===== config.mk =====
export PLATFORM = sky130hd
export DESIGN_NAME = day_number_to_date_flat
export DESIGN_NICKNAME = d
export VERILOG_FILES = /design/src/rtl/core/dnd_pkg.sv /design/src/rtl/core/dnd_if.sv /design/src/rtl/core/day_number_to_date.sv /design/src/rtl/core/dnd_ctrl.sv /design/src/rtl/core/dnd_dp.sv /design/src/flat_wrapper.sv
export VERILOG_INCLUDE_DIRS = /design/src /design/src/rtl/core
export SDC_FILE = /design/constraint.sdc
export NUM_CORES = 1
export LEC_CHECK = 0
export BUFFER_PORTS_ARGS = -buffer_cell sky130_fd_sc_hd__buf_4
export CORE_MARGIN = 2
export CORE_UTILIZATION = 65
export CTS_CLUSTER_DIAMETER = 60
export DETAILED_ROUTE_END_ITERATION = 12
export GPL_ROUTABILITY_DRIVEN = 0
export PLACE_DENSITY = 0.85
export SYNTH_ARGS = -nofsm -noshare
export SYNTH_HDL_FRONTEND = slang
export SYNTH_SLANG_ARGS = --single-unit

===== constraint.sdc =====
create_clock -name clk_i -period 7 [get_ports clk_i]
set_input_delay 1.4 -clock clk_i [delete_from_list [all_inputs] [get_ports clk_i]]
set_output_delay 1.4 -clock clk_i [all_outputs]
set_load 0.01 [all_outputs]

===== src/rtl/core/day_number_to_date_defines.svh =====
// Assertion helpers shared by the day-number-to-date modules.
// Each helper expects clk_i and rst_ni in the scope where it is used.
`ifndef DAY_NUMBER_TO_DATE_DEFINES_SVH
`define DAY_NUMBER_TO_DATE_DEFINES_SVH

// Checks a property on every rising clock edge outside reset.
`define DND_ASSERT(lbl, prop, msg) \
  lbl: assert property (@(posedge clk_i) disable iff (!rst_ni) (prop)) else $error(msg);

// Checks that a condition in one cycle implies a consequence in the next.
`define DND_ASSERT_NEXT(lbl, cond, conseq, msg) \
  lbl: assert property (@(posedge clk_i) disable iff (!rst_ni) \
    (cond) |=> (conseq)) else $error(msg);

`endif


===== src/rtl/core/dnd_pkg.sv =====
package dnd_pkg;

  localparam int unsigned DayW   = 22;
  localparam int unsigned YearW  = 14;
  localparam int unsigned MonthW = 4;
  localparam int unsigned DayOfW = 5;

  localparam logic [DayW-1:0] DAYS_400Y = 22'd146097;
  localparam logic [DayW-1:0] DAYS_100Y = 22'd36524;
  localparam logic [DayW-1:0] DAYS_4Y   = 22'd1461;
  localparam logic [DayW-1:0] DAYS_1Y   = 22'd365;

  localparam logic [YearW-1:0] YEARS_400 = 14'd400;
  localparam logic [YearW-1:0] YEARS_100 = 14'd100;
  localparam logic [YearW-1:0] YEARS_4   = 14'd4;
  localparam logic [YearW-1:0] YEARS_1   = 14'd1;

  localparam logic [1:0]        MAX_Q100     = 2'd3;
  localparam logic [1:0]        MAX_Q1       = 2'd3;
  localparam logic [4:0]        Q4_CENTURY   = 5'd24;
  localparam logic [MonthW-1:0] MONTH_FIRST  = 4'd1;
  localparam logic [MonthW-1:0] MONTH_FEB    = 4'd2;
  localparam logic [MonthW-1:0] MONTH_LAST   = 4'd12;

  typedef enum logic [2:0] {
    PH_Y400,
    PH_Y100,
    PH_Y4,
    PH_Y1,
    PH_MONTH
  } phase_e;

  typedef struct packed {
    logic   load;
    logic   step;
    logic   emit;
    phase_e phase;
  } cmd_t;

  typedef struct packed {
    logic oor;
    logic go;
  } sts_t;

  function automatic logic [DayOfW-1:0] month_len(input logic [MonthW-1:0] month,
                                                  input logic             leap);
    logic [DayOfW-1:0] len;
    unique case (month)
      4'd1, 4'd3, 4'd5, 4'd7, 4'd8, 4'd10, 4'd12: len = 5'd31;
      4'd4, 4'd6, 4'd9, 4'd11:                   len = 5'd30;
      MONTH_FEB:                                  len = leap ? 5'd29 : 5'd28;
      default:                                    len = 5'd0;
    endcase
    return len;
  endfunction

endpackage


===== src/rtl/core/dnd_if.sv =====
interface dnd_in_if;
  import dnd_pkg::*;
  logic              valid;
  logic              ready;
  logic [DayW-1:0]   day_number;

  modport source (output valid, output day_number, input ready);
  modport sink   (input valid, input day_number, output ready);
endinterface

interface dnd_out_if;
  import dnd_pkg::*;
  logic              valid;
  logic              ready;
  logic [YearW-1:0]  year_out;
  logic [MonthW-1:0] month_out;
  logic [DayOfW-1:0] day_out;
  logic              out_of_range;

  modport source (output valid, output year_out, output month_out, output day_out,
                  output out_of_range, input ready);
  modport sink   (input valid, input year_out, input month_out, input day_out,
                  input out_of_range, output ready);
endinterface


===== src/rtl/core/day_number_to_date.sv =====
// Converts a Gregorian day number (1 is 0001-01-01) into year, month and day. Day number 0
// and any day after December 31 of MAX_YEAR return zeroed date fields with out_of_range set.
// One item is converted at a time: a shared subtractor removes one span per cycle (400, 100,
// 4 and 1 years, then one month); an out-of-range item goes from the 400-year step straight
// to the output register.
// The result sits in an output register, so the next item can be taken in the cycle after that
// register is loaded even if the result has not been collected.
module day_number_to_date
  import dnd_pkg::*;
#(
  parameter int unsigned MAX_YEAR = 9999
) (
  input  logic       clk_i,
  input  logic       rst_ni,
  dnd_in_if.sink     in_i,
  dnd_out_if.source  out_o
);

  cmd_t cmd;
  sts_t sts;

  dnd_ctrl u_ctrl (
    .clk_i       (clk_i),
    .rst_ni      (rst_ni),
    .in_valid_i  (in_i.valid),
    .in_ready_o  (in_i.ready),
    .out_valid_o (out_o.valid),
    .out_ready_i (out_o.ready),
    .cmd_o       (cmd),
    .sts_i       (sts)
  );

  dnd_dp #(
    .MAX_YEAR (MAX_YEAR)
  ) u_dp (
    .clk_i        (clk_i),
    .rst_ni       (rst_ni),
    .day_number_i (in_i.day_number),
    .cmd_i        (cmd),
    .sts_o        (sts),
    .year_o       (out_o.year_out),
    .month_o      (out_o.month_out),
    .day_o        (out_o.day_out),
    .oor_o        (out_o.out_of_range)
  );

endmodule


===== src/rtl/core/dnd_ctrl.sv =====
`include "day_number_to_date_defines.svh"

module dnd_ctrl
  import dnd_pkg::*;
(
  input  logic clk_i,
  input  logic rst_ni,
  input  logic in_valid_i,
  output logic in_ready_o,
  output logic out_valid_o,
  input  logic out_ready_i,
  output cmd_t cmd_o,
  input  sts_t sts_i
);

  typedef enum logic [6:0] {
    ST_IDLE  = 7'b0000001,
    ST_Y400  = 7'b0000010,
    ST_Y100  = 7'b0000100,
    ST_Y4    = 7'b0001000,
    ST_Y1    = 7'b0010000,
    ST_MONTH = 7'b0100000,
    ST_DONE  = 7'b1000000
  } state_e;

  state_e state_q, state_d;
  logic   out_valid_q, out_valid_d;
  logic   out_free;

  assign out_free    = !out_valid_q || out_ready_i;
  assign in_ready_o  = (state_q == ST_IDLE);
  assign out_valid_o = out_valid_q;

  always_comb begin
    state_d     = state_q;
    cmd_o.load  = 1'b0;
    cmd_o.step  = 1'b0;
    cmd_o.emit  = 1'b0;
    cmd_o.phase = PH_Y400;
    unique case (state_q)
      ST_IDLE: begin
        if (in_valid_i) begin
          cmd_o.load = 1'b1;
          state_d    = ST_Y400;
        end
      end
      ST_Y400: begin
        cmd_o.phase = PH_Y400;
        if (sts_i.oor) begin
          state_d = ST_DONE;
        end else if (sts_i.go) begin
          cmd_o.step = 1'b1;
        end else begin
          state_d = ST_Y100;
        end
      end
      ST_Y100: begin
        cmd_o.phase = PH_Y100;
        if (sts_i.go) begin
          cmd_o.step = 1'b1;
        end else begin
          state_d = ST_Y4;
        end
      end
      ST_Y4: begin
        cmd_o.phase = PH_Y4;
        if (sts_i.go) begin
          cmd_o.step = 1'b1;
        end else begin
          state_d = ST_Y1;
        end
      end
      ST_Y1: begin
        cmd_o.phase = PH_Y1;
        if (sts_i.go) begin
          cmd_o.step = 1'b1;
        end else begin
          state_d = ST_MONTH;
        end
      end
      ST_MONTH: begin
        cmd_o.phase = PH_MONTH;
        if (sts_i.go) begin
          cmd_o.step = 1'b1;
        end else begin
          state_d = ST_DONE;
        end
      end
      ST_DONE: begin
        if (out_free) begin
          cmd_o.emit = 1'b1;
          state_d    = ST_IDLE;
        end
      end
      default: begin
        state_d = ST_IDLE;
      end
    endcase
  end

  assign out_valid_d = cmd_o.emit || (out_valid_q && !out_ready_i);

  always_ff @(posedge clk_i or negedge rst_ni) begin
    if (!rst_ni) begin
      state_q     <= ST_IDLE;
      out_valid_q <= 1'b0;
    end else begin
      state_q     <= state_d;
      out_valid_q <= out_valid_d;
    end
  end

  `DND_ASSERT(a_emit_no_overwrite, cmd_o.emit |-> out_free, "Result overwrites a pending item.")
  `DND_ASSERT_NEXT(a_load_starts, cmd_o.load, state_q == ST_Y400, "Load did not start a conversion.")
  `DND_ASSERT(a_step_not_idle, cmd_o.step |-> !in_ready_o, "Datapath step while ready for input.")

endmodule


===== src/rtl/core/dnd_dp.sv =====
`include "day_number_to_date_defines.svh"

module dnd_dp
  import dnd_pkg::*;
#(
  parameter int unsigned MAX_YEAR = 9999
) (
  input  logic              clk_i,
  input  logic              rst_ni,
  input  logic [DayW-1:0]   day_number_i,
  input  cmd_t              cmd_i,
  output sts_t              sts_o,
  output logic [YearW-1:0]  year_o,
  output logic [MonthW-1:0] month_o,
  output logic [DayOfW-1:0] day_o,
  output logic              oor_o
);

  localparam int unsigned LastDay =
    365 * MAX_YEAR + MAX_YEAR / 4 - MAX_YEAR / 100 + MAX_YEAR / 400;
  localparam logic [DayW-1:0] LAST_DAY = DayW'(LastDay);
  localparam logic [YearW-1:0] MAX_YEAR_W = YearW'(MAX_YEAR);

  logic [DayW-1:0]   n_q;
  logic [YearW-1:0]  year_q;
  logic [MonthW-1:0] month_q;
  logic [1:0]        c100_q;
  logic [4:0]        c4_q;
  logic [1:0]        c1_q;
  logic              oor_q;

  logic [YearW-1:0]  res_year_q;
  logic [MonthW-1:0] res_month_q;
  logic [DayOfW-1:0] res_day_q;
  logic              res_oor_q;

  logic              leap;
  logic [DayOfW-1:0] mlen;
  logic [DayW-1:0]   span;
  logic [YearW-1:0]  weight;
  logic              cap;

  // Year is 400*q400 + 100*q100 + 4*q4 + q1 + 1, so its divisibility follows from the counts.
  assign leap = (c1_q == MAX_Q1) && ((c4_q != Q4_CENTURY) || (c100_q == MAX_Q100));
  assign mlen = month_len(month_q, leap);

  always_comb begin
    span   = DAYS_400Y;
    weight = YEARS_400;
    cap    = 1'b0;
    unique case (cmd_i.phase)
      PH_Y400: begin
        span   = DAYS_400Y;
        weight = YEARS_400;
      end
      PH_Y100: begin
        span   = DAYS_100Y;
        weight = YEARS_100;
        cap    = (c100_q == MAX_Q100);
      end
      PH_Y4: begin
        span   = DAYS_4Y;
        weight = YEARS_4;
      end
      PH_Y1: begin
        span   = DAYS_1Y;
        weight = YEARS_1;
        cap    = (c1_q == MAX_Q1);
      end
      PH_MONTH: begin
        span   = DayW'(mlen);
        weight = '0;
        cap    = (month_q == MONTH_LAST);
      end
      default: begin
        span   = DAYS_400Y;
        weight = YEARS_400;
      end
    endcase
  end

  assign sts_o.go  = (n_q >= span) && !cap;
  assign sts_o.oor = oor_q;

  always_ff @(posedge clk_i) begin
    if (cmd_i.load) begin
      n_q     <= day_number_i - DayW'(1);
      oor_q   <= (day_number_i == '0) || (day_number_i > LAST_DAY);
      year_q  <= YEARS_1;
      month_q <= MONTH_FIRST;
      c100_q  <= '0;
      c4_q    <= '0;
      c1_q    <= '0;
    end else if (cmd_i.step) begin
      n_q    <= n_q - span;
      year_q <= year_q + weight;
      unique case (cmd_i.phase)
        PH_Y100:  c100_q  <= c100_q + 2'd1;
        PH_Y4:    c4_q    <= c4_q + 5'd1;
        PH_Y1:    c1_q    <= c1_q + 2'd1;
        PH_MONTH: month_q <= month_q + MonthW'(1);
        default: begin
        end
      endcase
    end
  end

  always_ff @(posedge clk_i) begin
    if (cmd_i.emit) begin
      res_oor_q   <= oor_q;
      res_year_q  <= oor_q ? '0 : year_q;
      res_month_q <= oor_q ? '0 : month_q;
      res_day_q   <= oor_q ? '0 : (n_q[DayOfW-1:0] + DayOfW'(1));
    end
  end

  assign year_o  = res_year_q;
  assign month_o = res_month_q;
  assign day_o   = res_day_q;
  assign oor_o   = res_oor_q;

  `DND_ASSERT(a_day_fits, (cmd_i.emit && !oor_q) |-> (n_q < DayW'(31)), "Day of month too large.")
  `DND_ASSERT(a_year_range, (cmd_i.emit && !oor_q) |-> (year_q >= YEARS_1 && year_q <= MAX_YEAR_W), "Year out of range.")
  `DND_ASSERT(a_month_range, (cmd_i.step && cmd_i.phase == PH_MONTH) |-> (month_q < MONTH_LAST), "Month steps past December.")

endmodule


===== src/flat_wrapper.sv =====
// flat-port wrapper written by rule: the top's interface ports become plain ports
module day_number_to_date_flat import dnd_pkg::*;
#(
  parameter int unsigned MAX_YEAR = 9999
)
  (clk_i, rst_ni, in_i_valid, in_i_day_number, in_i_ready, out_o_valid, out_o_year_out, out_o_month_out, out_o_day_out, out_o_out_of_range, out_o_ready);
  dnd_in_if in_i_i ();
  dnd_out_if out_o_i ();
  input  logic clk_i;
  input  logic rst_ni;
  input wire logic [$bits(in_i_i.valid)-1:0] in_i_valid;
  input wire logic [$bits(in_i_i.day_number)-1:0] in_i_day_number;
  output wire logic [$bits(in_i_i.ready)-1:0] in_i_ready;
  output wire logic [$bits(out_o_i.valid)-1:0] out_o_valid;
  output wire logic [$bits(out_o_i.year_out)-1:0] out_o_year_out;
  output wire logic [$bits(out_o_i.month_out)-1:0] out_o_month_out;
  output wire logic [$bits(out_o_i.day_out)-1:0] out_o_day_out;
  output wire logic [$bits(out_o_i.out_of_range)-1:0] out_o_out_of_range;
  input wire logic [$bits(out_o_i.ready)-1:0] out_o_ready;
  assign in_i_i.valid = in_i_valid;
  assign in_i_i.day_number = in_i_day_number;
  assign in_i_ready = in_i_i.ready;
  assign out_o_valid = out_o_i.valid;
  assign out_o_year_out = out_o_i.year_out;
  assign out_o_month_out = out_o_i.month_out;
  assign out_o_day_out = out_o_i.day_out;
  assign out_o_out_of_range = out_o_i.out_of_range;
  assign out_o_i.ready = out_o_ready;
  day_number_to_date #(.MAX_YEAR(MAX_YEAR)) u_core (.clk_i(clk_i), .rst_ni(rst_ni), .in_i(in_i_i), .out_o(out_o_i));
endmodule

==> results of run 1 <==
## power by group
| group | switching (mW) | leakage, nW | total, mW | internal, mW |
|---|---|---|---|---|
| Combinational | 0.589 | 1.63 | 0.988 | 0.399 |
| Clock | 0.182 | 0.105 | 0.368 | 0.186 |
| Sequential | 0.0950 | 0.761 | 0.786 | 0.691 |
| Total | 0.866 | 2.49 | 2.14 | 1.28 |
## through the flow
step | hold WS, ps | worst slack, ps | area [µm²]
finish | 495 | 2790 | 6040
global route | 525 | 2380 | 6040
CTS | 492 | 2800 | 6040
detailed placement | 473 | 2810 | 5830
global placement | 458 | 2930 | 5830
floorplan | 447 | 3020 | 5380
## flip-flops by register name, indices dropped and copies added, names as in the netlist
| name | cells |
|---|---|
| u_core.u_ctrl.out_valid_o | 1 |
| u_core.u_ctrl.state_q | 7 |
| u_core.u_dp.c100_q | 2 |
| u_core.u_dp.c1_q | 2 |
| u_core.u_dp.c4_q | 5 |
| u_core.u_dp.day_o | 5 |
| u_core.u_dp.month_o | 4 |
| u_core.u_dp.month_q | 4 |
| u_core.u_dp.n_q | 22 |
| u_core.u_dp.oor_o | 1 |
| u_core.u_dp.oor_q | 1 |
| u_core.u_dp.year_o | 14 |
| u_core.u_dp.year_q | 14 |
## Yosys cell counts, types with 17 or more instances
cell / count / area (µm²)
sky130_fd_sc_hd__a21oi_1: 43 / 215
sky130_fd_sc_hd__dfxtp_1: 27 / 541
sky130_fd_sc_hd__edfxtp_1: 47 / 1410
sky130_fd_sc_hd__ha_1: 36 / 450
sky130_fd_sc_hd__inv_1: 24 / 90.1
sky130_fd_sc_hd__nand2_1: 40 / 150
sky130_fd_sc_hd__nand3_1: 18 / 90.1
sky130_fd_sc_hd__nor2_1: 69 / 259
sky130_fd_sc_hd__nor2b_1: 17 / 106
sky130_fd_sc_hd__o21ai_0: 27 / 135
sky130_fd_sc_hd__xnor2_1: 22 / 193
sky130_fd_sc_hd__xor2_1: 21 / 184
## cell usage in the layout, fill, tap and decap left out, types with 3 or more instances in the layout
cell / n
sky130_fd_sc_hd__ha_1: 36
sky130_fd_sc_hd__o211ai_1: 5
sky130_fd_sc_hd__or4_1: 6
sky130_fd_sc_hd__o21a_1: 7
sky130_fd_sc_hd__o21ai_0: 27
sky130_fd_sc_hd__o22ai_1: 4
sky130_fd_sc_hd__mux2i_1: 16
sky130_fd_sc_hd__a21o_1: 5
sky130_fd_sc_hd__nor4_1: 6
sky130_fd_sc_hd__buf_4: 54
sky130_fd_sc_hd__dfxtp_1: 27
sky130_fd_sc_hd__edfxtp_1: 47
sky130_fd_sc_hd__nand3_1: 18
sky130_fd_sc_hd__o31ai_1: 7
sky130_fd_sc_hd__xor2_1: 21
sky130_fd_sc_hd__or3_1: 14
sky130_fd_sc_hd__dfrtp_1: 7
sky130_fd_sc_hd__nand4b_1: 4
sky130_fd_sc_hd__nand4_1: 7
sky130_fd_sc_hd__a211o_1: 3
sky130_fd_sc_hd__nor3_1: 16
sky130_fd_sc_hd__nand3b_1: 3
sky130_fd_sc_hd__nor2b_1: 16
sky130_fd_sc_hd__a21oi_1: 43
sky130_fd_sc_hd__clkbuf_8: 9
sky130_fd_sc_hd__a211oi_1: 6
sky130_fd_sc_hd__inv_1: 24
sky130_fd_sc_hd__nand2b_1: 8
sky130_fd_sc_hd__nor2_1: 69
sky130_fd_sc_hd__xnor2_1: 22
sky130_fd_sc_hd__nand2_1: 40
sky130_fd_sc_hd__a31oi_1: 6
## worst paths after layout
kind                                       endpoint  slack (ps)  depth (start not counted)
hold reg to reg                 u_core.u_dp.c1_q[1]         490                          2
setup / recovery                 u_core.u_dp.n_q[9]        2790                         11
min in group asynchronous  u_core.u_ctrl.state_q[6]         830                          1
setup reg to reg                 u_core.u_dp.n_q[9]        2790                         11
hold / removal                  u_core.u_dp.c1_q[1]         490                          2
max in group asynchronous  u_core.u_ctrl.state_q[0]        5960                          1
## per-layer routing
layer | GRT usage [%] | vias to the layer above | part of all wire, %
li1 | - | 2226 | -
met1 | 35.4 | 2152 | 42
met2 | 51.4 | 187 | 49
met3 | 4.79 | 26 | 6.4
met4 | 11.4 | 0 | 2.6
met5 | 0 | - | 0
## worst max-delay path, delay by kind of cell, from the launching register on
family | cells | cell delay (ps)
adder cells (fa/ha/maj) | 2 | 630
flip-flops | 1 | 440
AO/OA/AOI/OAI | 3 | 990
AND/OR/NAND/NOR | 6 | 1750
## cells by family (layout without fill, tap and decap cells)
group | after synthesis | in the layout | synth area share (%)
mux | 17 | 17 | 3.19
xor+xnor | 43 | 43 | 7.01
buf+inv | 40 | 94 | 3.33
fa+ha+maj | 37 | 37 | 8.75
compound gates | 134 | 134 | 15.9
simple gates | 225 | 225 | 21.8
flops | 82 | 82 | 40.1
## layout make-up
| cell class | instances | area (µm²) |
|---|---|---|
| clock buffer | 10 | 149 |
| clock inverter | 6 | 63.8 |
| fill | 584 | 2100 |
| inverter | 24 | 90.1 |
| multi-input combinational | 456 | 3050 |
| sequential | 82 | 2150 |
| tap | 105 | 131 |
| timing repair buffer | 54 | 405 |
==> flow_summary.rst, run 1 <==
.. list-table::
   :header-rows: 1

   * - Metric
     - Value
   * - Worst slew margin
     - 21.8%
   * - Post-detailed-route DRC marker count
     - 0
   * - Final Instance Count excl. Fillers
     - 737
   * - Clock insertion delay at the later pin of the skew report
     - 370 ps
   * - Routed via count
     - 4,591
   * - Run status
     - finished, final reports clean
   * - Share of post-route cells with drive strength above 1
     - 14.2%
   * - Max rail drop VDD
     - around 0.00015 V
   * - Post-DRT Antenna Nets
     - 0
   * - Total Routing Usage GR
     - 29.1%
   * - Starting density of the core
     - 66.1%
   * - Overall power after layout
     - 2.14 mW
   * - Worst path max stage delay
     - 680 ps
   * - Final worst path period share
     - 60.2%
   * - Overall overflow remaining after global route
     - 0
   * - Clk slew on worst S/H paths
     - approximately 80 ps
   * - Syn_area_per_cell
     - 9.30 µm²
   * - Beginning of the critical path
     - u_core.u_ctrl.state_q[1]
   * - Series of cell instances along the critical path
     - or3_1, a21oi_1, nand3_1, ha_1, fa_1, nand2b_1, a21oi_1, o21ai_1, nand3_2, nand2_1, nand2_1
   * - Critical register-to-register path startpoint
     - u_core.u_ctrl.state_q[1]
   * - Post-CTS setup buffer count
     - 0
   * - Class of the tightest hold or removal check
     - flip-flop to flip-flop
   * - Startpoint of the worst hold path
     - u_core.u_dp.c1_q[1]
   * - Yosys warning count
     - 0
   * - Dominant synthesized flop cell
     - sky130_fd_sc_hd__edfxtp_1
   * - Synth-to-Final Area Change
     - 12.3%
   * - EDFF count, synth
     - 47
   * - Max clock buf depth
     - 2
   * - Finish-stage setup viols
     - 0
   * - RSZ-0062 raised after global routing
     - false
   * - Post-synthesis net count
     - 641
   * - Number of buffers inserted by port buffering
     - 51
   * - Final hold violation count
     - 0
   * - Power per cell area
     - 355 nW/µm²
   * - HPWL after DPL
     - 9110 µm
   * - Startpoint Class
     - flip-flop
   * - H-tree depth
     - 3
   * - Worst Setup End Kind
     - flip-flop
   * - Number of maximum-capacitance constraint violations
     - 0
   * - Number of nets in the finished design
     - 690
   * - WS Path Type
     - flip-flop to flip-flop
   * - Endpoint required time on the critical path
     - 6990 ps
   * - Global-route wire length before repair
     - 20,500 µm
   * - Worst Max-Slew Pin Slew
     - 1170 ps
   * - Share of synthesized registers carrying an async set or reset
     - 9.76%
   * - Post-Synthesis Cell Area
     - 5380 µm²
   * - Cell count after placement
     - 721
   * - Total number of clock tree sinks
     - 82
   * - Slowest-stage cell, CP
     - sky130_fd_sc_hd__nand2_1
   * - Wire length per cell after detailed routing
     - 16.9 µm
   * - Pin count of the biggest net entering global routing
     - 33
   * - TNS Setup
     - 0 ps
   * - Arrival time at the worst endpoint
     - between 4000 and 5000 ps
   * - Core utilization of the finished layout
     - 74.2%
   * - Row cnt
     - 33
   * - Number of ports placed on the die boundary
     - 52
   * - Distinct cell type count after synthesis
     - 70
   * - Antenna diode count
     - 0
   * - Clock skew after layout
     - 10.1 ps
   * - Maximum fanout count along the critical path
     - 22
   * - Cell count after synthesis
     - roughly 580
   * - Total count of max-transition violations in the final report
     - 0
   * - Die Wd
     - about 95 µm
   * - Vias in the first global route
     - around 4,400
   * - Sequential fraction of the synthesis area
     - 40.1%
   * - DRT Pass-1 Iters
     - 5
   * - Overall die area
     - between 9000 and 10,000 µm²
   * - CTS buffer count
     - 9
   * - Core outline area
     - 8130 µm²
   * - Number of gates resized after cts
     - 0
   * - Die height
     - 94.9 µm
   * - Highest attainable clock frequency
     - 237 MHz
   * - Count of hold buffers inserted by post-cts repair
     - 0
   * - Cell at the root of the clock tree
     - sky130_fd_sc_hd__clkbuf_8
   * - TritonCTS clock tree
     - done
   * - Post-synthesis register bit count
     - 82
   * - Leakage component of the power
     - 2.49 nW
   * - Final worst path period need
     - approximately 4200 ps
   * - Number of antenna violations at the first check in global routing
     - 0
   * - Post-Route WL
     - around 12,000 µm
   * - Detailed router's first-iteration violation count
     - between 200 and 250
   * - Via count normalized by instance count
     - 6.23
No activity file was read; power rests on OpenSTA's default activity.
==> run 2: changes to the inputs <==
- CORE_UTILIZATION: 65 -> 54
- PLACE_DENSITY: 0.85 -> 0.76
- clock period: 7 -> 3.78 ns (I/O delays scaled with it)
==> run 2 against run 1 <==
  * Clock skew increased by 2.4 ps
  * Sequential cell count stayed put
  * Clock power grew 80%
  * Via count up 4.2%
  * Combinational power grew 110%
  * Die area increased by 19%
  * Routed wire length grew 3.6%
  * Critical endpoint is now u_core.u_dp.n_q[10]
  * Highest routed layer unchanged
==> flow_summary.rst, run 2 (same netlist as run 1, synthesis figures left out) <==
.. list-table::
   :header-rows: 1

   * - Metric
     - Value
   * - Run status
     - finished, final reports clean
   * - Most common cell after layout, fill and taps aside
     - sky130_fd_sc_hd__buf_4
   * - Number of buffers inserted by port buffering
     - 51
   * - Core outline area
     - 9730 µm²
   * - RSZ-0062 raised after global routing
     - true
   * - Internal portion of total power
     - 2.49 mW
   * - Number of maximum-capacitance constraint violations
     - 0
   * - Number of antenna violations at the first check in global routing
     - 0
   * - Global-route wire length before repair
     - 20,500 µm
   * - Count of filler cells inserted in the layout
     - 790
   * - Total Routing Usage GR
     - 23.2%
   * - Class of the tightest hold or removal check
     - input pin to asynchronous set/reset pin
   * - Worst slew margin
     - 34.0%
   * - Portion of total power attributed to sequential cells
     - 34.9%
   * - Routed via count
     - 4,785
   * - Row cnt
     - 36
   * - Highest-count cells in the layout ignoring fill and taps
     - sky130_fd_sc_hd__buf_4, sky130_fd_sc_hd__nor2_1, sky130_fd_sc_hd__edfxtp_1
   * - Highest attainable clock frequency
     - 265 MHz
   * - Synth-to-Final Area Change
     - 20.0%
   * - Die height
     - 104 µm
   * - Sequential cell area
     - 2160 µm²
   * - Final worst path period share
     - 99.9%
   * - Overall overflow remaining after global route
     - 0
   * - Net switching share of the total power
     - approximately two fifths
   * - Die Wd
     - 104 µm
   * - Hold_ws
     - just over 200 ps
   * - Detailed router's first-iteration violation count
     - ~230
   * - Switching power
     - ~1.7 mW
   * - Final worst path period need
     - 3780 ps
   * - Power per cell area
     - 645 nW/µm²
   * - TritonCTS clock tree
     - done
   * - CTS buffer count
     - 9
   * - Overall power after layout
     - about 4.2 mW
   * - Antenna diode count
     - 0
   * - Number of nets in the finished design
     - between 700 and 800
   * - Maximum fanout count along the critical path
     - 8
   * - Number of ports placed on the die boundary
     - 52
   * - Finish-stage setup viols
     - 0
   * - Combinational group share of total power
     - just under 50%
   * - Total area of multi-input combinational cells
     - 3190 µm²
   * - Cell at the root of the clock tree
     - sky130_fd_sc_hd__clkbuf_8
   * - Highest layer used for signal routing
     - met4
   * - Arrival time at the worst endpoint
     - a little under 4000 ps
   * - Sum of met3 wire segment lengths after detailed routing
     - slightly below 700 µm
   * - Total number of clock tree sinks
     - 82
   * - Post-Route WL
     - ~13,000 µm
   * - Starting density of the core
     - 55.2%
   * - Via count normalized by instance count
     - 6.03
   * - Met1 Routed Length
     - 5570 µm
   * - HPWL after DPL
     - 9320 µm
   * - Number of flip-flops in the largest register
     - 22
   * - Top reg by flops
     - u_core.u_dp.n_q
   * - Post-detailed-route DRC marker count
     - 0
   * - Leakage component of the power
     - 2.64 nW
   * - DRT Pass-1 Iters
     - 5
   * - Count of hold buffers inserted by post-cts repair
     - 0
   * - Vias in the first global route
     - 4,435
   * - Wire length per cell after detailed routing
     - 16.3 µm
   * - Max rail drop VDD
     - roughly 0.00032 V
   * - Routed wl met2
     - 6360 µm
   * - H-tree depth
     - 3
   * - Clock insertion delay at the later pin of the skew report
     - 360 ps
   * - Worst Setup End Kind
     - flip-flop
   * - Share of post-route cells with drive strength above 1
     - a little over a fifth
   * - Total count of max-transition violations in the final report
     - 0
   * - TNS Setup
     - 0 ps
   * - Clk slew on worst S/H paths
     - 80 ps
   * - Startpoint Class
     - flip-flop
   * - Worst Max-Slew Pin Slew
     - 990 ps
   * - Final hold violation count
     - 0
   * - Clock Power Share
     - 15.9%
   * - Clock skew after layout
     - 12.4 ps
   * - WS Path Type
     - flip-flop to flip-flop
   * - Overall die area
     - 10,800 µm²
   * - Post-DRT Antenna Nets
     - 0
   * - Max clock buf depth
     - 2
   * - Endpoint required time on the critical path
     - around 4000 ps
   * - Pin count of the biggest net entering global routing
     - 27
   * - Pre-CTS setup slack
     - -122 ps
   * - Final worst setup slack
     - 2.46 ps
run 2: cell count changes in the layout (fill, tap and decap cells not counted), sizes merged:
cell / previous run / this run
clkinv: 4 / 2
buf: 54 / 82
clkbuf: 10 / 12
run 2: final timing paths:
| path | endpoint | startpoint | cells past startpoint | slack (ps) |
|---|---|---|---|---|
| worst min register to register | u_core.u_dp.year_q[13] | u_core.u_dp.year_q[13] | 2 | 480 |
| max in group asynchronous | u_core.u_ctrl.state_q[0] | rst_ni | 1 | 3370 |
| min in group clk_i | u_core.u_dp.year_q[13] | u_core.u_dp.year_q[13] | 2 | 480 |
| worst min-delay path | u_core.u_ctrl.state_q[1] | rst_ni | 1 | 200 |
| worst max-delay path | u_core.u_dp.n_q[10] | u_core.u_ctrl.state_q[2] | 14 | 2 |
| worst max register to register | u_core.u_dp.n_q[10] | u_core.u_ctrl.state_q[2] | 14 | 2 |
run 2: stage by stage:
step	area, µm²	utilization [%]	std cells
6_report	6450	66.3	793
5_1_grt	6450	66.3	793
4_1_cts	6300	64.8	789
3_5_place_dp	6070	62.4	773
3_3_place_gp	6070	62.4	773
2_1_floorplan	5380	-	578
run 2: final cells by class:
cell class              count  area share (%)
repair buffers             82            9.93
inverters                  24            1.40
clock buffers              12            2.41
multi-input cells         456            49.4
well taps                 133            2.58
clock inverters             4           0.776
flip-flops and latches     82            33.5
run 2: metal layers:
metal  up-vias  global-route usage, %
met3        27                   3.34
met5         -                      0
met4         0                   8.01
met1      2288                   29.9
li1       2281                      -
met2       189                   40.0
run 2: timing repair:
item / in CTS / in global routing
setup buffers: 0 / 4
setup endpoints to repair: 32 / 61
gates resized for setup: 5 / 29
pin swaps: 1 / 9
run 2: critical path, stage by stage, from the launching register on:
cell,delay [ps]
sky130_fd_sc_hd__dfrtp_1,480
sky130_fd_sc_hd__nor2_1,290
sky130_fd_sc_hd__nand3_1,250
sky130_fd_sc_hd__nor3_1,300
sky130_fd_sc_hd__buf_4,170
sky130_fd_sc_hd__nor3_2,40
sky130_fd_sc_hd__ha_1,340
sky130_fd_sc_hd__o211ai_1,300
sky130_fd_sc_hd__a21oi_4,80
sky130_fd_sc_hd__buf_4,160
sky130_fd_sc_hd__o21bai_2,190
sky130_fd_sc_hd__a21boi_0,150
sky130_fd_sc_hd__o21a_1,220
sky130_fd_sc_hd__or3_1,310
sky130_fd_sc_hd__a31o_2,240
run 2: power by group through the flow:
stage                     registers [mW]  logic (mW)  clock network [mW]
after detailed placement            1.46        1.87                   0
final                               1.45        2.05               0.662
after CTS                           1.44        1.90               0.673
after global placement              1.45        1.81                   0
after global routing                1.47        2.25               0.694
after floorplan                     1.41        1.39                   0
==> run 3: changes to the inputs <==
- CORE_UTILIZATION: 54 -> 65
- PLACE_DENSITY: 0.76 -> 0.85
- clock period: 3.78 -> 4.4 ns (I/O delays scaled with it)
==> run 3 against run 2 <==
  * Register-to-register slack better by 300 ps
  * Critical path type unchanged
  * Hold slack better by 110 ps
  * Critical endpoint is now u_core.u_dp.c4_q[4]
  * Non-clock buffer count is 24 lower
  * Highest routed layer unchanged
  * Clock power is 13% lower
  * Cell count is 6.6% lower
  * Via count is 3.3% lower
  * Worst setup slack better by 300 ps
  * Count of clock-buffer cells in the layout is 2 lower
  * Sequential cell count stayed put
==> flow_summary.rst, run 3 (same netlist as run 1, synthesis figures left out) <==
.. list-table::
   :header-rows: 1

   * - Metric
     - Value
   * - Run status
     - finished, final reports clean
   * - DRT Pass-1 Iters
     - 5
   * - Vias in the first global route
     - 4,351
   * - Core outline area
     - 8130 µm²
   * - Overall die area
     - 9010 µm²
   * - Pin count of the biggest net entering global routing
     - 27
   * - Clock insertion delay at the later pin of the skew report
     - 370 ps
   * - WS Path Type
     - flip-flop to flip-flop
   * - Post-DRT Antenna Nets
     - 0
   * - Cell at the root of the clock tree
     - sky130_fd_sc_hd__clkbuf_8
   * - Top reg by flops
     - u_core.u_dp.n_q
   * - Post-CTS setup buffer count
     - 0
   * - Startpoint Class
     - flip-flop
   * - Die Wd
     - 94.9 µm
   * - Highest-count cells in the layout ignoring fill and taps
     - sky130_fd_sc_hd__nor2_1, sky130_fd_sc_hd__buf_4, sky130_fd_sc_hd__edfxtp_1
   * - Hold_ws
     - about 310 ps
   * - Die height
     - 94.9 µm
   * - Row cnt
     - 33
   * - Global-route wire length before repair
     - 19,600 µm
   * - TritonCTS clock tree
     - done
   * - Total number of clock tree sinks
     - 82
   * - Overall overflow remaining after global route
     - 0
   * - Clock skew after layout
     - 9.08 ps
   * - Final worst path period need
     - approximately 4000 ps
   * - Via count normalized by instance count
     - 6.24
   * - Share of post-route cells with drive strength above 1
     - between 10 and 15%
   * - Worst slew margin
     - 22.1%
   * - Core utilization of the finished layout
     - 74.6%
   * - Post-Route WL
     - 12,300 µm
   * - Max rail drop VDD
     - 0.000276 V
   * - Number of maximum-capacitance constraint violations
     - 0
   * - Wire length per cell after detailed routing
     - between 15 and 20 µm
   * - Total Routing Usage GR
     - approximately 28%
   * - Net switching share of the total power
     - 40.1%
   * - CTS buffer count
     - 9
   * - Total count of max-transition violations in the final report
     - 0
   * - Class of the tightest hold or removal check
     - input pin to asynchronous set/reset pin
   * - Endpoint required time on the critical path
     - 4700 ps
   * - Number of ports placed on the die boundary
     - 52
   * - Finish-stage setup viols
     - 0
   * - Clk slew on worst S/H paths
     - 80 ps
   * - Leakage component of the power
     - 2.51 nW
   * - TNS Setup
     - 0 ps
   * - Routed via count
     - 4,626
   * - Portion of total power attributed to sequential cells
     - 36.6%
   * - Number of antenna violations at the first check in global routing
     - 0
   * - Final hold violation count
     - 0
   * - Number of gates resized after cts
     - 0
   * - Internal portion of total power
     - 2.04 mW
   * - Number of flip-flops in the largest register
     - 22
   * - Worst Max-Slew Pin Slew
     - 1160 ps
   * - Number of buffers inserted by port buffering
     - 51
   * - Starting density of the core
     - 66.1%
   * - Worst Setup End Kind
     - flip-flop
   * - Clock Power Share
     - 17.0%
   * - Combinational group share of total power
     - 46.4%
   * - HPWL after DPL
     - about 9100 µm
   * - Most common cell after layout, fill and taps aside
     - sky130_fd_sc_hd__nor2_1
   * - RSZ-0062 raised after global routing
     - false
   * - Max clock buf depth
     - 2
   * - Arrival time at the worst endpoint
     - 4400 ps
   * - H-tree depth
     - 3
   * - Switching power
     - 1.36 mW
   * - Number of nets in the finished design
     - 694
   * - Antenna diode count
     - 0
   * - Maximum fanout count along the critical path
     - 9
   * - Count of hold buffers inserted by post-cts repair
     - 0
   * - Final worst path period share
     - roughly 93%
   * - Power per cell area
     - between 500 and 600 nW/µm²
   * - Detailed router's first-iteration violation count
     - 275
   * - Highest attainable clock frequency
     - 244 MHz
   * - Post-detailed-route DRC marker count
     - 0
   * - Synth-to-Final Area Change
     - 12.9%
==> run 3: path summary, 6_finish.rpt <==
path	depth (start not counted)	slack (ps)	endpoint	startpoint
worst max-delay path	16	300	u_core.u_dp.c4_q[4]	u_core.u_dp.month_q[0]
max in group asynchronous	1	3870	u_core.u_ctrl.state_q[0]	rst_ni
worst min-delay path	1	310	u_core.u_ctrl.state_q[3]	rst_ni
worst min register to register	2	500	u_core.u_dp.c1_q[1]	u_core.u_dp.c1_q[1]
worst max register to register	16	300	u_core.u_dp.c4_q[4]	u_core.u_dp.month_q[0]
min in group clk_i	2	500	u_core.u_dp.c1_q[1]	u_core.u_dp.c1_q[1]
==> run 3: power by group through the flow <==
stage,Clock [mW],Sequential (mW),Combinational (mW)
after floorplan,0,1.21,1.19
after global placement,0,1.24,1.46
after detailed placement,0,1.26,1.53
after CTS,0.582,1.24,1.56
after global routing,0.610,1.26,1.73
final,0.578,1.25,1.58
==> run 3: final cells by class <==
| class | instances | area (µm²) |
|---|---|---|
| fillers | 598 | 2060 |
| inverters | 24 | 90.1 |
| flip-flops and latches | 82 | 2150 |
| clock inverters | 6 | 63.8 |
| multi-input cells | 456 | 3050 |
| repair buffers | 58 | 435 |
| clock buffers | 10 | 149 |
| well taps | 105 | 131 |
==> run 3: critical path, cell delays in order (launching register included) <==
cell	delay [ps]
sky130_fd_sc_hd__dfxtp_1	390
sky130_fd_sc_hd__inv_1	120
sky130_fd_sc_hd__ha_1	250
sky130_fd_sc_hd__or3_1	400
sky130_fd_sc_hd__nor2_1	130
sky130_fd_sc_hd__nor3_1	90
sky130_fd_sc_hd__o21ai_0	90
sky130_fd_sc_hd__nand3_1	110
sky130_fd_sc_hd__ha_1	230
sky130_fd_sc_hd__fa_1	410
sky130_fd_sc_hd__nand2b_1	180
sky130_fd_sc_hd__a21oi_1	230
sky130_fd_sc_hd__o21ai_1	210
sky130_fd_sc_hd__a2111oi_2	490
sky130_fd_sc_hd__o21ai_2	200
sky130_fd_sc_hd__or3_1	380
sky130_fd_sc_hd__a21oi_1	140
==> run 3: per-layer routing <==
metal	up-vias	track usage (%)	part of all wire [%]
li1	2237	-	-
met1	2144	33.7	41
met2	197	48.3	49
met3	48	3.43	6.0
met4	0	16.2	4.4
met5	-	0	0
==> run 3: metrics by stage <==
stage	cell area [µm²]	instances	setup WS [ps]	total power [mW]
CTS	6070	741	298	3.38
finish	6070	741	301	3.40
global route	6070	741	8.90	3.61
floorplan	5380	578	423	2.41
global placement	5860	725	491	2.71
detailed placement	5860	725	364	2.79
